===== src/design/fit_policy_block_allocator_macros.svh =====
`ifndef FIT_POLICY_BLOCK_ALLOCATOR_MACROS_SVH
`define FIT_POLICY_BLOCK_ALLOCATOR_MACROS_SVH

// Same-cycle implication, checked on every rising clock edge outside reset.
`define FPBA_ASSERT_NOW(label, clk, rst, ante, cons) \
   label: assert property (@(posedge clk) disable iff (rst) (ante) |-> (cons)) \
      else $error("assertion failed");

// Next-cycle implication, checked on every rising clock edge outside reset.
`define FPBA_ASSERT_NEXT(label, clk, rst, ante, cons) \
   label: assert property (@(posedge clk) disable iff (rst) (ante) |=> (cons)) \
      else $error("assertion failed");

`endif


===== src/design/fpba_pkg.sv =====
`default_nettype none
package fpba_pkg;

   localparam int NUM_BLOCKS = 8;
   localparam int SIZE_BITS = 16;
   localparam int IDX_BITS = (NUM_BLOCKS > 1) ? $clog2(NUM_BLOCKS) : 1;
   localparam int LIMIT_BITS = 4;
   localparam int MODE_BITS = 2;
   localparam int CSR_IDX_BITS = 1;
   localparam int CSR_DATA_BITS = 4;
   localparam logic [LIMIT_BITS-1:0] BLOCKS_IN_USE_RESET = LIMIT_BITS'(8);

   typedef logic [SIZE_BITS-1:0] size_type;
   typedef logic [IDX_BITS-1:0] idx_type;
   typedef logic [LIMIT_BITS-1:0] limit_type;
   typedef logic [MODE_BITS-1:0] mode_type;

   localparam mode_type FIT_FIRST = 2'd0;
   localparam mode_type FIT_BEST = 2'd1;
   localparam mode_type FIT_WORST = 2'd2;

   localparam logic CMD_LOAD = 1'b0;
   localparam logic CMD_ALLOC = 1'b1;

   localparam logic [CSR_IDX_BITS-1:0] CSR_FIT_MODE = 1'd0;
   localparam logic [CSR_IDX_BITS-1:0] CSR_BLOCKS_IN_USE = 1'd1;

   typedef struct packed {
      logic      valid;
      logic      found;
      idx_type   pick;
      size_type  pick_size;
      size_type  req;
      mode_type  mode;
      limit_type limit;
   } token_type;

   typedef struct packed {
      logic     en;
      size_type data;
   } cell_wr_type;

   typedef enum logic [2:0] {
      ST_IDLE   = 3'b001,
      ST_SEARCH = 3'b010,
      ST_DONE   = 3'b100
   } state_type;

endpackage
`default_nettype wire


===== src/design/fpba_ifs.sv =====
`default_nettype none
interface fpba_req_if;
   import fpba_pkg::*;
   logic        valid;
   logic        ready;
   logic        command;
   logic [2:0]  load_index;
   logic [15:0] load_size;
   logic [15:0] request_size;
   modport source (output valid, command, load_index, load_size, request_size, input ready);
   modport sink (input valid, command, load_index, load_size, request_size, output ready);
endinterface

interface fpba_rsp_if;
   logic        valid;
   logic        ready;
   logic        granted;
   logic [2:0]  block_index;
   logic [15:0] remaining_size;
   modport source (output valid, granted, block_index, remaining_size, input ready);
   modport sink (input valid, granted, block_index, remaining_size, output ready);
endinterface

interface fpba_csr_if;
   import fpba_pkg::*;
   logic                     valid;
   logic                     ready;
   logic [CSR_IDX_BITS-1:0]  index;
   logic [CSR_DATA_BITS-1:0] data;
   modport source (output valid, index, data, input ready);
   modport sink (input valid, index, data, output ready);
endinterface
`default_nettype wire


===== src/design/fpba_cell.sv =====
`default_nettype none
module fpba_cell (
   input  wire logic                 clock,
   input  wire logic                 reset,
   input  wire fpba_pkg::idx_type    cell_index,
   input  wire fpba_pkg::cell_wr_type wr,
   input  wire fpba_pkg::token_type  tok_in,
   output fpba_pkg::token_type       tok_out
);
   import fpba_pkg::*;

   size_type  size_ff, size_in;
   token_type tok_ff, tok_in_next;
   logic      considered, fits, better, take;

   always_comb begin
      considered = limit_type'(cell_index) < tok_in.limit;
      fits = size_ff >= tok_in.req;
      case (tok_in.mode)
         FIT_BEST: better = size_ff < tok_in.pick_size;
         FIT_WORST: better = size_ff > tok_in.pick_size;
         default: better = 1'b0;
      endcase
      take = considered && fits && (!tok_in.found || better);
      tok_in_next = tok_in;
      if (take) begin
         tok_in_next.found = 1'b1;
         tok_in_next.pick = cell_index;
         tok_in_next.pick_size = size_ff;
      end
      size_in = wr.en ? wr.data : size_ff;
   end

   always_ff @(posedge clock) begin
      if (reset) begin
         size_ff <= '0;
         tok_ff <= '0;
      end else begin
         size_ff <= size_in;
         tok_ff <= tok_in_next;
      end
   end

   assign tok_out = tok_ff;
endmodule
`default_nettype wire


===== src/design/fit_policy_block_allocator.sv =====
// Loads write one block size and produce no response.
// An allocation token crosses one block cell per cycle; the result at the end
// of the chain is registered, then loaded into the response register.
// One allocation is in flight at a time: the next item is taken once the result
// has been committed, which waits while the response register is full.
// Synchronous reset clears all block sizes, sets fit_mode 0 and blocks_in_use 8.
`default_nettype none
`include "fit_policy_block_allocator_macros.svh"
module fit_policy_block_allocator (
   input  wire logic clock,
   input  wire logic reset,
   fpba_req_if.sink  req_ch,
   fpba_rsp_if.source rsp_ch,
   fpba_csr_if.sink  csr_ch
);
   import fpba_pkg::*;

   state_type   state_ff, state_in;
   mode_type    mode_ff, mode_in;
   limit_type   limit_ff, limit_in;
   token_type   fin_ff, fin_in;
   logic        rsp_valid_ff, rsp_valid_in;
   logic        rsp_granted_ff, rsp_granted_in;
   idx_type     rsp_index_ff, rsp_index_in;
   size_type    rsp_size_ff, rsp_size_in;
   token_type   tok [NUM_BLOCKS+1];
   cell_wr_type wr [NUM_BLOCKS];
   logic        req_acc, commit;
   size_type    left_size;

   assign req_ch.ready = (state_ff == ST_IDLE);
   assign csr_ch.ready = 1'b1;
   assign req_acc = req_ch.valid && req_ch.ready;
   assign commit = (state_ff == ST_DONE) && (!rsp_valid_ff || rsp_ch.ready);
   assign left_size = fin_ff.pick_size - fin_ff.req;

   always_comb begin
      tok[0].valid = req_acc && (req_ch.command == CMD_ALLOC);
      tok[0].found = 1'b0;
      tok[0].pick = '0;
      tok[0].pick_size = '0;
      tok[0].req = size_type'(req_ch.request_size);
      tok[0].mode = mode_ff;
      tok[0].limit = limit_ff;
   end

   for (genvar i = 0; i < NUM_BLOCKS; i++) begin : g_cell
      always_comb begin
         wr[i].en = 1'b0;
         wr[i].data = left_size;
         if (commit && fin_ff.found && (fin_ff.pick == IDX_BITS'(i))) begin
            wr[i].en = 1'b1;
         end else if (req_acc && (req_ch.command == CMD_LOAD)
                      && (32'(req_ch.load_index) == i)) begin
            wr[i].en = 1'b1;
            wr[i].data = size_type'(req_ch.load_size);
         end
      end

      fpba_cell u_cell (
         .clock      (clock),
         .reset      (reset),
         .cell_index (IDX_BITS'(i)),
         .wr         (wr[i]),
         .tok_in     (tok[i]),
         .tok_out    (tok[i+1])
      );
   end

   always_comb begin
      state_in = state_ff;
      fin_in = fin_ff;
      case (state_ff)
         ST_IDLE: begin
            if (tok[0].valid) begin
               state_in = ST_SEARCH;
            end
         end
         ST_SEARCH: begin
            if (tok[NUM_BLOCKS].valid) begin
               fin_in = tok[NUM_BLOCKS];
               state_in = ST_DONE;
            end
         end
         ST_DONE: begin
            if (commit) begin
               state_in = ST_IDLE;
            end
         end
         default: state_in = ST_IDLE;
      endcase

      rsp_valid_in = commit || (rsp_valid_ff && !rsp_ch.ready);
      rsp_granted_in = rsp_granted_ff;
      rsp_index_in = rsp_index_ff;
      rsp_size_in = rsp_size_ff;
      if (commit) begin
         rsp_granted_in = fin_ff.found;
         rsp_index_in = fin_ff.found ? fin_ff.pick : '0;
         rsp_size_in = fin_ff.found ? left_size : '0;
      end

      mode_in = mode_ff;
      limit_in = limit_ff;
      if (csr_ch.valid && csr_ch.ready) begin
         case (csr_ch.index)
            CSR_FIT_MODE: mode_in = mode_type'(csr_ch.data);
            CSR_BLOCKS_IN_USE: limit_in = limit_type'(csr_ch.data);
            default: ;
         endcase
      end
   end

   always_ff @(posedge clock) begin
      if (reset) begin
         state_ff <= ST_IDLE;
         mode_ff <= FIT_FIRST;
         limit_ff <= BLOCKS_IN_USE_RESET;
         rsp_valid_ff <= 1'b0;
      end else begin
         state_ff <= state_in;
         mode_ff <= mode_in;
         limit_ff <= limit_in;
         rsp_valid_ff <= rsp_valid_in;
      end
   end

   always_ff @(posedge clock) begin
      fin_ff <= fin_in;
      rsp_granted_ff <= rsp_granted_in;
      rsp_index_ff <= rsp_index_in;
      rsp_size_ff <= rsp_size_in;
   end

   assign rsp_ch.valid = rsp_valid_ff;
   assign rsp_ch.granted = rsp_granted_ff;
   assign rsp_ch.block_index = 3'(rsp_index_ff);
   assign rsp_ch.remaining_size = 16'(rsp_size_ff);

   `FPBA_ASSERT_NEXT(a_alloc_starts_search, clock, reset, tok[0].valid, state_ff == ST_SEARCH)
   `FPBA_ASSERT_NOW(a_token_exits_in_search, clock, reset, tok[NUM_BLOCKS].valid, state_ff == ST_SEARCH)
   `FPBA_ASSERT_NOW(a_refusal_is_zero, clock, reset, rsp_valid_ff && !rsp_granted_ff, (rsp_index_ff == '0) && (rsp_size_ff == '0))
   `FPBA_ASSERT_NEXT(a_commit_fills_rsp, clock, reset, commit, rsp_valid_ff && (state_ff == ST_IDLE))

endmodule
`default_nettype wire

===== src/flat_wrapper.sv =====
// flat-port wrapper written by rule: the top's interface ports become plain ports
module fit_policy_block_allocator_flat import fpba_pkg::*;
  (clock, reset, req_ch_valid, req_ch_command, req_ch_load_index, req_ch_load_size, req_ch_request_size, req_ch_ready, rsp_ch_valid, rsp_ch_granted, rsp_ch_block_index, rsp_ch_remaining_size, rsp_ch_ready, csr_ch_valid, csr_ch_index, csr_ch_data, csr_ch_ready);
  fpba_req_if req_ch_i ();
  fpba_rsp_if rsp_ch_i ();
  fpba_csr_if csr_ch_i ();
  input  wire logic clock;
  input  wire logic reset;
  input wire logic [$bits(req_ch_i.valid)-1:0] req_ch_valid;
  input wire logic [$bits(req_ch_i.command)-1:0] req_ch_command;
  input wire logic [$bits(req_ch_i.load_index)-1:0] req_ch_load_index;
  input wire logic [$bits(req_ch_i.load_size)-1:0] req_ch_load_size;
  input wire logic [$bits(req_ch_i.request_size)-1:0] req_ch_request_size;
  output wire logic [$bits(req_ch_i.ready)-1:0] req_ch_ready;
  output wire logic [$bits(rsp_ch_i.valid)-1:0] rsp_ch_valid;
  output wire logic [$bits(rsp_ch_i.granted)-1:0] rsp_ch_granted;
  output wire logic [$bits(rsp_ch_i.block_index)-1:0] rsp_ch_block_index;
  output wire logic [$bits(rsp_ch_i.remaining_size)-1:0] rsp_ch_remaining_size;
  input wire logic [$bits(rsp_ch_i.ready)-1:0] rsp_ch_ready;
  input wire logic [$bits(csr_ch_i.valid)-1:0] csr_ch_valid;
  input wire logic [$bits(csr_ch_i.index)-1:0] csr_ch_index;
  input wire logic [$bits(csr_ch_i.data)-1:0] csr_ch_data;
  output wire logic [$bits(csr_ch_i.ready)-1:0] csr_ch_ready;
  assign req_ch_i.valid = req_ch_valid;
  assign req_ch_i.command = req_ch_command;
  assign req_ch_i.load_index = req_ch_load_index;
  assign req_ch_i.load_size = req_ch_load_size;
  assign req_ch_i.request_size = req_ch_request_size;
  assign req_ch_ready = req_ch_i.ready;
  assign rsp_ch_valid = rsp_ch_i.valid;
  assign rsp_ch_granted = rsp_ch_i.granted;
  assign rsp_ch_block_index = rsp_ch_i.block_index;
  assign rsp_ch_remaining_size = rsp_ch_i.remaining_size;
  assign rsp_ch_i.ready = rsp_ch_ready;
  assign csr_ch_i.valid = csr_ch_valid;
  assign csr_ch_i.index = csr_ch_index;
  assign csr_ch_i.data = csr_ch_data;
  assign csr_ch_ready = csr_ch_i.ready;
  fit_policy_block_allocator u_core (.clock(clock), .reset(reset), .req_ch(req_ch_i), .rsp_ch(rsp_ch_i), .csr_ch(csr_ch_i));
endmodule

===== config.mk =====
export PLATFORM = sky130hd
export DESIGN_NAME = fit_policy_block_allocator_flat
export DESIGN_NICKNAME = d
export VERILOG_FILES = /design/src/design/fpba_pkg.sv /design/src/design/fpba_ifs.sv /design/src/design/fpba_cell.sv /design/src/design/fit_policy_block_allocator.sv /design/src/flat_wrapper.sv
export VERILOG_INCLUDE_DIRS = /design/src /design/src/design
export SDC_FILE = /design/constraint.sdc
export NUM_CORES = 1
export LEC_CHECK = 0
export ABC_AREA = 1
export BUFFER_PORTS_ARGS = -buffer_cell sky130_fd_sc_hd__buf_4
export CAP_MARGIN = 15
export CORE_UTILIZATION = 57
export DETAILED_ROUTE_END_ITERATION = 10
export PLACE_DENSITY = 0.77
export SLEW_MARGIN = 20
export SYNTH_ARGS = -nofsm -noshare
export SYNTH_HDL_FRONTEND = slang
export SYNTH_SLANG_ARGS = --single-unit

===== constraint.sdc =====
create_clock -name clock -period 4.47 [get_ports clock]
set_input_delay 1.1175 -clock clock [delete_from_list [all_inputs] [get_ports clock]]
set_output_delay 1.1175 -clock clock [all_outputs]
set_load 0.05 [all_outputs]

==> metrics.md, run 1 <==
| Metric | Value |
|---|---|
| Count of warnings emitted by yosys | `0` |
| Top_reg_cell synth | `dfxtp_1` |
| Number of nets in the synthesized netlist | `3561` |
| Non-filler cells in the finished layout | `3897` |
| Worst Hold End | `u_core.g_cell[3].u_cell.tok_out[42]` |
| Max transition margin | `15.4%` |
| Ys async rst share | `0%` |
| Proportion of layout cells with a drive suffix above 1 | `6.55%` |
| Share of the clock period used by the worst path | `67.8%` |
| Total GRT Usage | `35.6%` |
| Vias per Instance | `5.67` |
| Sum of negative setup slack | `0 ps` |
| Pre-CTS setup slack | `1320 ps` |
| Starting utilization of the core area | `58.4%` |
| Number of buffers added by the clock tree synthesis step | `53` |
| End of the worst register-to-register path | `u_core.g_cell[3].u_cell.size_ff[12]` |
| I/O Buffers | `67` |
| CTS tree | `built` |
| Area of the mapped netlist | `25400 um2` |
| Finished Cell Area | `28000 um2` |
| Final period demand of the worst path | `3030 ps` |
| Run status | `finished clean` |
| Largest net degree at the start of global routing | `119` |
| Floorplan die width | `213 um` |
| Avg Synthesized Cell Area | `7.81 um2` |
| Type of the worst setup path | `flip-flop to flip-flop` |
| Die height | `213 um` |
| Clock skew | `20.2 ps` |
| Area of the core region | `43500 um2` |
| Number of setup violations in the final report | `0` |
| Area Growth Syn to Fin | `10.3%` |
| Total via count in the routed design | `22100` |
| Share of synthesized area occupied by flip-flops and latches | `43.4%` |
| Clock transition at the registers of the reported paths | `70 ps` |
| Total Routed Length | `80.0 mm` |
| Instance count along the most critical hold path | `2` |
| Iteration count of the initial detailed-routing pass | `6` |
| Maximum clock frequency | `330 MHz` |
| Library cell contributing the largest single delay on the critical path | `xnor2_2` |
| Cells on worst reg2reg path | `13` |
| Commonest non-fill, non-tap cells in the layout | `inv_1, nand2_1, dfxtp_1` |
| Kind of cell with the highest combined delay on the critical path | `XOR/XNOR gates` |
| R2r setup slk | `1440 ps` |
| Clk Tree Root Cell | `clkbuf_16` |
| Type of origin of the critical path | `flip-flop` |
| Depth of the CTS H-tree | `2` |
| Remaining routing DRC violations | `0` |
| Buffer levels on the longest clock path | `3` |
| Setup crit end kind | `flip-flop` |
| Vias in the first global route | `21300` |
| Most common cell after layout, fill and taps aside | `inv_1` |
| Power Dens Cells | `360 nW/um2` |
| Class of the tightest hold or removal check | `flip-flop to flip-flop` |
| Die Outline Area | `45300 um2` |
| Register bit count reported by yosys | `522` |
| Post-detailed-placement cell area | `26200 um2` |
| Post-detailed-route count of antenna-violating nets | `0` |
| RePlAce Congestion | `0.943` |
| Worst-margin pin slew | `1270 ps` |
| Crit Reg-Reg Startpoint | `u_core.fin_ff[22]` |
| Sinks on the clock net | `522` |
| Buffering stage count on the worst path with inverters included | `2` |
| Setup fix buffers added after clock tree synthesis | `0` |
| Post-DP HPWL | `58.0 mm` |
| Worst hold path startpoint | `u_core.g_cell[2].u_cell.tok_out[42]` |
| Post-layout net count | `3585` |
| DRC violation total after the first TritonRoute iteration | `2349` |
| Num ports | `69` |
| Worst Hold Slack | `403 ps` |
| CP max stage delay | `910 ps` |
| Critical Path, Cell by Cell | `inv_1 > ha_1 > fa_1 > inv_1 > nand3_1 > nand2_1 > nand2_1 > nand3_1 > nand2_1 > nand2_1 > xnor2_2 > nor2_1 > o21a_1` |
| Post-layout power | `10.1 mW` |
| Worst ir drop on vdd | `0.000315 V` |
| Final core utilization | `64.3%` |
| Number of diodes | `0` |
| Number of antenna violations at the first check in global routing | `3` |
| Count of max-cap constraint violations | `0` |
| Post-cts sizing count | `0` |
| Wire length of the first global-routing pass | `120 mm` |
| Number of synthesized flops with an enable pin | `56` |
| Final Hold Vio Count | `0` |
| Hold-fix buffers, CTS | `0` |
| Worst-skew pair later-pin latency | `620 ps` |
| Floorplan row count | `76` |
| Cells after Synth | `3245` |
| Critical Path RT | `4970 ps` |
| Number of distinct standard cells referenced by the synthesized netlist | `53` |
| Unrepaired setup endpoints after global routing | `false` |
| Worst setup margin | `1440 ps` |
| Most used cell, CP | `nand2_1` |
| Maximum fanout count along the critical path | `9` |
| Post-Place Cells | `3799` |
| Lkg Pwr | `12.3 nW` |
| Routed len/inst | `20.5 um` |
| Global route total overflow | `0` |
| Arrival time reported for the critical path endpoint | `3530 ps` |
| Max Transition Viols Final | `0` |
## flip-flops by register name, indices dropped and copies added (netlist names)
| name | count |
|---|---|
| u_core.state_ff | 3 |
| u_core.g_cell.u_cell.size_ff | 128 |
| u_core.rsp_ch.block_index | 3 |
| u_core.rsp_ch.valid | 1 |
| u_core.rsp_ch.remaining_size | 16 |
| u_core.limit_ff | 4 |
| u_core.g_cell.u_cell.tok_out | 328 |
| u_core.rsp_ch.granted | 1 |
| u_core.mode_ff | 2 |
| u_core.fin_ff | 36 |
## tightest hold or removal path, cell delays in order (launching register included)
cell and delay (ps):
dfxtp_1 300, inv_1 40, nor2_1 30
## cell type report
type	instances	area (um2)
fill	3784	15500
clock inverter	28	274
clock buffer	70	1430
timing repair buffer	78	617
multi-input combinational	2032	11700
inverter	582	2190
tap	585	732
sequential	522	11000
## layer usage
layer,part of all wire (%),track usage [%]
met5,0,0
met4,6.8,23.3
met3,8.3,5.78
met2,46,58.7
met1,39,42.8
## synthesized netlist by cell type, drive strengths merged (2+ instances only)
master | number | area share [%]
inv | 572 | 8.5
nand2 | 522 | 8.0
dfxtp | 466 | 37
nor2 | 453 | 6.9
a21oi | 279 | 5.6
ha | 269 | 13
nand3 | 190 | 3.8
o21ai | 80 | 1.6
buf | 59 | 1.3
edfxtp | 56 | 6.6
o22ai | 53 | 1.3
clkbuf | 50 | 0.74
nand4 | 46 | 1.1
o21a | 31 | 0.92
a31oi | 28 | 0.69
o221ai | 18 | 0.62
nor3 | 15 | 0.34
a221oi | 14 | 0.51
clkinv | 10 | 0.15
xor2 | 7 | 0.33
a21o | 6 | 0.18
a211oi | 4 | 0.12
nor4 | 3 | 0.13
xnor2 | 3 | 0.13
nand3b | 2 | 0.059
o211ai | 2 | 0.059
## worst max-delay path by stage
stage	from	to	slack, ps	cells past startpoint
after floorplan	u_core.state_ff[1]	u_core.fin_ff[10]	1520	2
after global placement	reset	u_core.g_cell[0].u_cell.tok_out[31]	1420	4
after detailed placement	rsp_ch_ready	u_core.g_cell[7].u_cell.size_ff[0]	1320	10
after CTS	u_core.fin_ff[8]	u_core.g_cell[2].u_cell.size_ff[5]	1580	9
after global routing	u_core.g_cell[6].u_cell.tok_out[37]	u_core.g_cell[7].u_cell.tok_out[40]	1310	11
final	u_core.fin_ff[22]	u_core.g_cell[3].u_cell.size_ff[12]	1440	13
## power breakdown
group | total (mW) | switching, mW | internal (mW)
Clock | 4.42 | 1.93 | 2.50
Sequential | 4.86 | 0.0574 | 4.80
Combinational | 0.794 | 0.539 | 0.255
## cell families (layout without fill, tap and decap cells)
kind of cell             count (synthesis)  after routing  synth area share [%]
flip-flops                             522            522                  43.4
adder cells (fa/ha/maj)                270            270                  13.4
AND/OR/NAND/NOR                       1232           1232                  20.4
XOR/XNOR                                10             10                 0.464
AO/OA/AOI/OAI                          519            519                  11.7
buffers and inverters                  691            758                  10.7
other                                    1              1                0.0148
No activity file was read; power rests on OpenSTA's default activity.
==> run 2: changes to the inputs <==
clock period = 2.75 ns   (was 4.47 ns; I/O delays follow)
==> metrics.md, run 2 (same netlist as run 1, synthesis figures left out) <==
| Metric | Value |
|---|---|
| Run status | `finished clean` |
| Worst-margin pin slew | `848 ps (-420 ps)` |
| Post-layout power | `17.0 mW (+69%)` |
| Non-filler cells in the finished layout | `3941 (+1.1%)` |
| Starting utilization of the core area | `58.4% (unchanged)` |
| Final period demand of the worst path | `2730 ps (-297 ps)` |
| Number of buffers added by the clock tree synthesis step | `54 (+1.9%)` |
| RePlAce Congestion | `0.962 (+2.0%)` |
| Number of antenna violations at the first check in global routing | `3 (unchanged)` |
| Largest register FFs | `328 (unchanged)` |
| Floorplan row count | `76 (unchanged)` |
| Die Outline Area | `45300 um2 (unchanged)` |
| Depth of the CTS H-tree | `2 (unchanged)` |
| CTS tree | `built` |
| Most common cell after layout, fill and taps aside | `inv_1` |
| Clk Tree Root Cell | `clkbuf_16` |
| Total via count in the routed design | `22200 (+0.49%)` |
| Vias per Instance | `5.64 (-0.63%)` |
| Layout fillers | `3690 (-2.5%)` |
| Commonest non-fill, non-tap cells in the layout | `inv_1, nand2_1, dfxtp_1` |
| Total Routed Length | `78.3 mm (-2.1%)` |
| Total GRT Usage | `35.2% (-0.32 points)` |
| Post-detailed-route count of antenna-violating nets | `0 (unchanged)` |
| Class of the tightest hold or removal check | `input port to flip-flop` |
| Num ports | `69 (unchanged)` |
| Sinks on the clock net | `522 (unchanged)` |
| Lkg Pwr | `12.6 nW (+2.3%)` |
| Proportion of layout cells with a drive suffix above 1 | `7.63% (+1.1 points)` |
| I/O Buffers | `67 (unchanged)` |
| Number of setup violations in the final report | `0 (unchanged)` |
| Maximum clock frequency | `366 MHz (+11%)` |
| Type of the worst setup path | `flip-flop to flip-flop` |
| Worst ir drop on vdd | `0.000518 V (+64%)` |
| Maximum fanout count along the critical path | `6 (-3)` |
| Largest net degree at the start of global routing | `145 (+22%)` |
| Remaining routing DRC violations | `0 (unchanged)` |
| Setup fix buffers added after clock tree synthesis | `0 (unchanged)` |
| Post-cts sizing count | `0 (unchanged)` |
| Area Growth Syn to Fin | `12.4%` |
| Worst-skew pair later-pin latency | `610 ps (about the same)` |
| Final Hold Vio Count | `0 (unchanged)` |
| Max Transition Viols Final | `0 (unchanged)` |
| Sum of negative setup slack | `0 ps (unchanged)` |
| Post-Place Cells | `3839 (+1.1%)` |
| Post-layout net count | `3626 (+1.1%)` |
| Footprint of the flip-flops and latches | `11000 um2 (unchanged)` |
| Area of the core region | `43500 um2 (unchanged)` |
| Routed len/inst | `19.9 um (-3.2%)` |
| Wire length of the first global-routing pass | `120 mm (-0.14%)` |
| Clock transition at the registers of the reported paths | `60 ps (about the same)` |
| Iteration count of the initial detailed-routing pass | `6 (unchanged)` |
| Area of the multi-input gates | `11700 um2 (-0.45%)` |
| Count of max-cap constraint violations | `0 (unchanged)` |
| Critical Path RT | `3270 ps (-1700 ps)` |
| Unrepaired setup endpoints after global routing | `false` |
| Max transition margin | `43.0% (+28 points)` |
| Power Dens Cells | `598 nW/um2 (+66%)` |
| Hold-fix buffers, CTS | `0 (unchanged)` |
| Clock skew | `18.8 ps (-1.32 ps)` |
| Vias in the first global route | `21700 (+1.5%)` |
| Type of origin of the critical path | `flip-flop` |
| Global route total overflow | `0 (unchanged)` |
| Arrival time reported for the critical path endpoint | `3260 ps (-270 ps)` |
| Share of the clock period used by the worst path | `99.4% (+32 points)` |
| Worst Hold Slack | `310 ps (-92.9 ps)` |
| Setup crit end kind | `flip-flop` |
| Floorplan die width | `213 um (unchanged)` |
| Post-DP HPWL | `57.8 mm (-0.38%)` |
| DRC violation total after the first TritonRoute iteration | `2368 (+0.81%)` |
| Buffer levels on the longest clock path | `3 (unchanged)` |
| Die height | `213 um (unchanged)` |
[run 2: cell types whose count changed in the layout (fill, tap and decap cells not counted), sizes merged]
cell      change
clkbuf        +7
clkinvlp      +3
buf          +40
diode         +2
clkinv       -10
inv           -2
bufinv        +4
[run 2: final cells by class]
cell class / count / share of cell area (%)
inverters: 582 / 7.70
flip-flops and latches: 522 / 38.6
clock buffers: 77 / 5.54
diodes: 2 / 0.0176
repair buffers: 118 / 3.48
multi-input cells: 2032 / 40.9
clock inverters: 23 / 1.19
well taps: 585 / 2.57
[run 2: worst max-delay path, stage by stage (launching register included)]
cell,delay (ps)
edfxtp_1,370
ha_1,240
fa_1,430
inv_1,100
nand3_1,70
nand2_1,120
a21oi_1,110
xnor2_1,680
buf_4,320
a21oi_1,80
nor2_1,130
[run 2: routing by layer]
| metal | up-vias | GRT usage, % | routed length (um) |
|---|---|---|---|
| li1 | 10600 | - | - |
| met1 | 10300 | 41.1 | 29800 |
| met2 | 1026 | 56.9 | 35600 |
| met3 | 344 | 8.21 | 6910 |
| met4 | 4 | 25.2 | 6020 |
| met5 | - | 0 | 22 |
[run 2: stage by stage]
stage | utilization [%] | instance area [um2] | setup slack, ps
2_1_floorplan | - | 25400 | 526
3_3_place_gp | 61.2 | 26600 | 185
3_5_place_dp | 61.2 | 26600 | 135
4_1_cts | 65.6 | 28500 | 128
5_1_grt | 65.6 | 28500 | 11.7
6_report | 65.6 | 28500 | 17.9
[run 2: path summary, 6_finish.rpt]
kind | start | to | slack [ps] | cells after the start
min | req_ch_request_size[6] | u_core.g_cell[0].u_cell.tok_out[12] | 310 | 3
min reg2reg | u_core.g_cell[7].u_cell.tok_out[39] | u_core.fin_ff[39] | 390 | 0
max | u_core.fin_ff[6] | u_core.g_cell[2].u_cell.size_ff[6] | 20 | 10
max reg2reg | u_core.fin_ff[6] | u_core.g_cell[2].u_cell.size_ff[6] | 20 | 10
[run 2: power breakdown]
part | switching, mW | internal [mW] | total [mW]
clock | 3.08 | 4.75 | 7.83
combinational | 0.876 | 0.435 | 1.31
sequential | 0.0880 | 7.81 | 7.90
total | 4.04 | 13.0 | 17.0
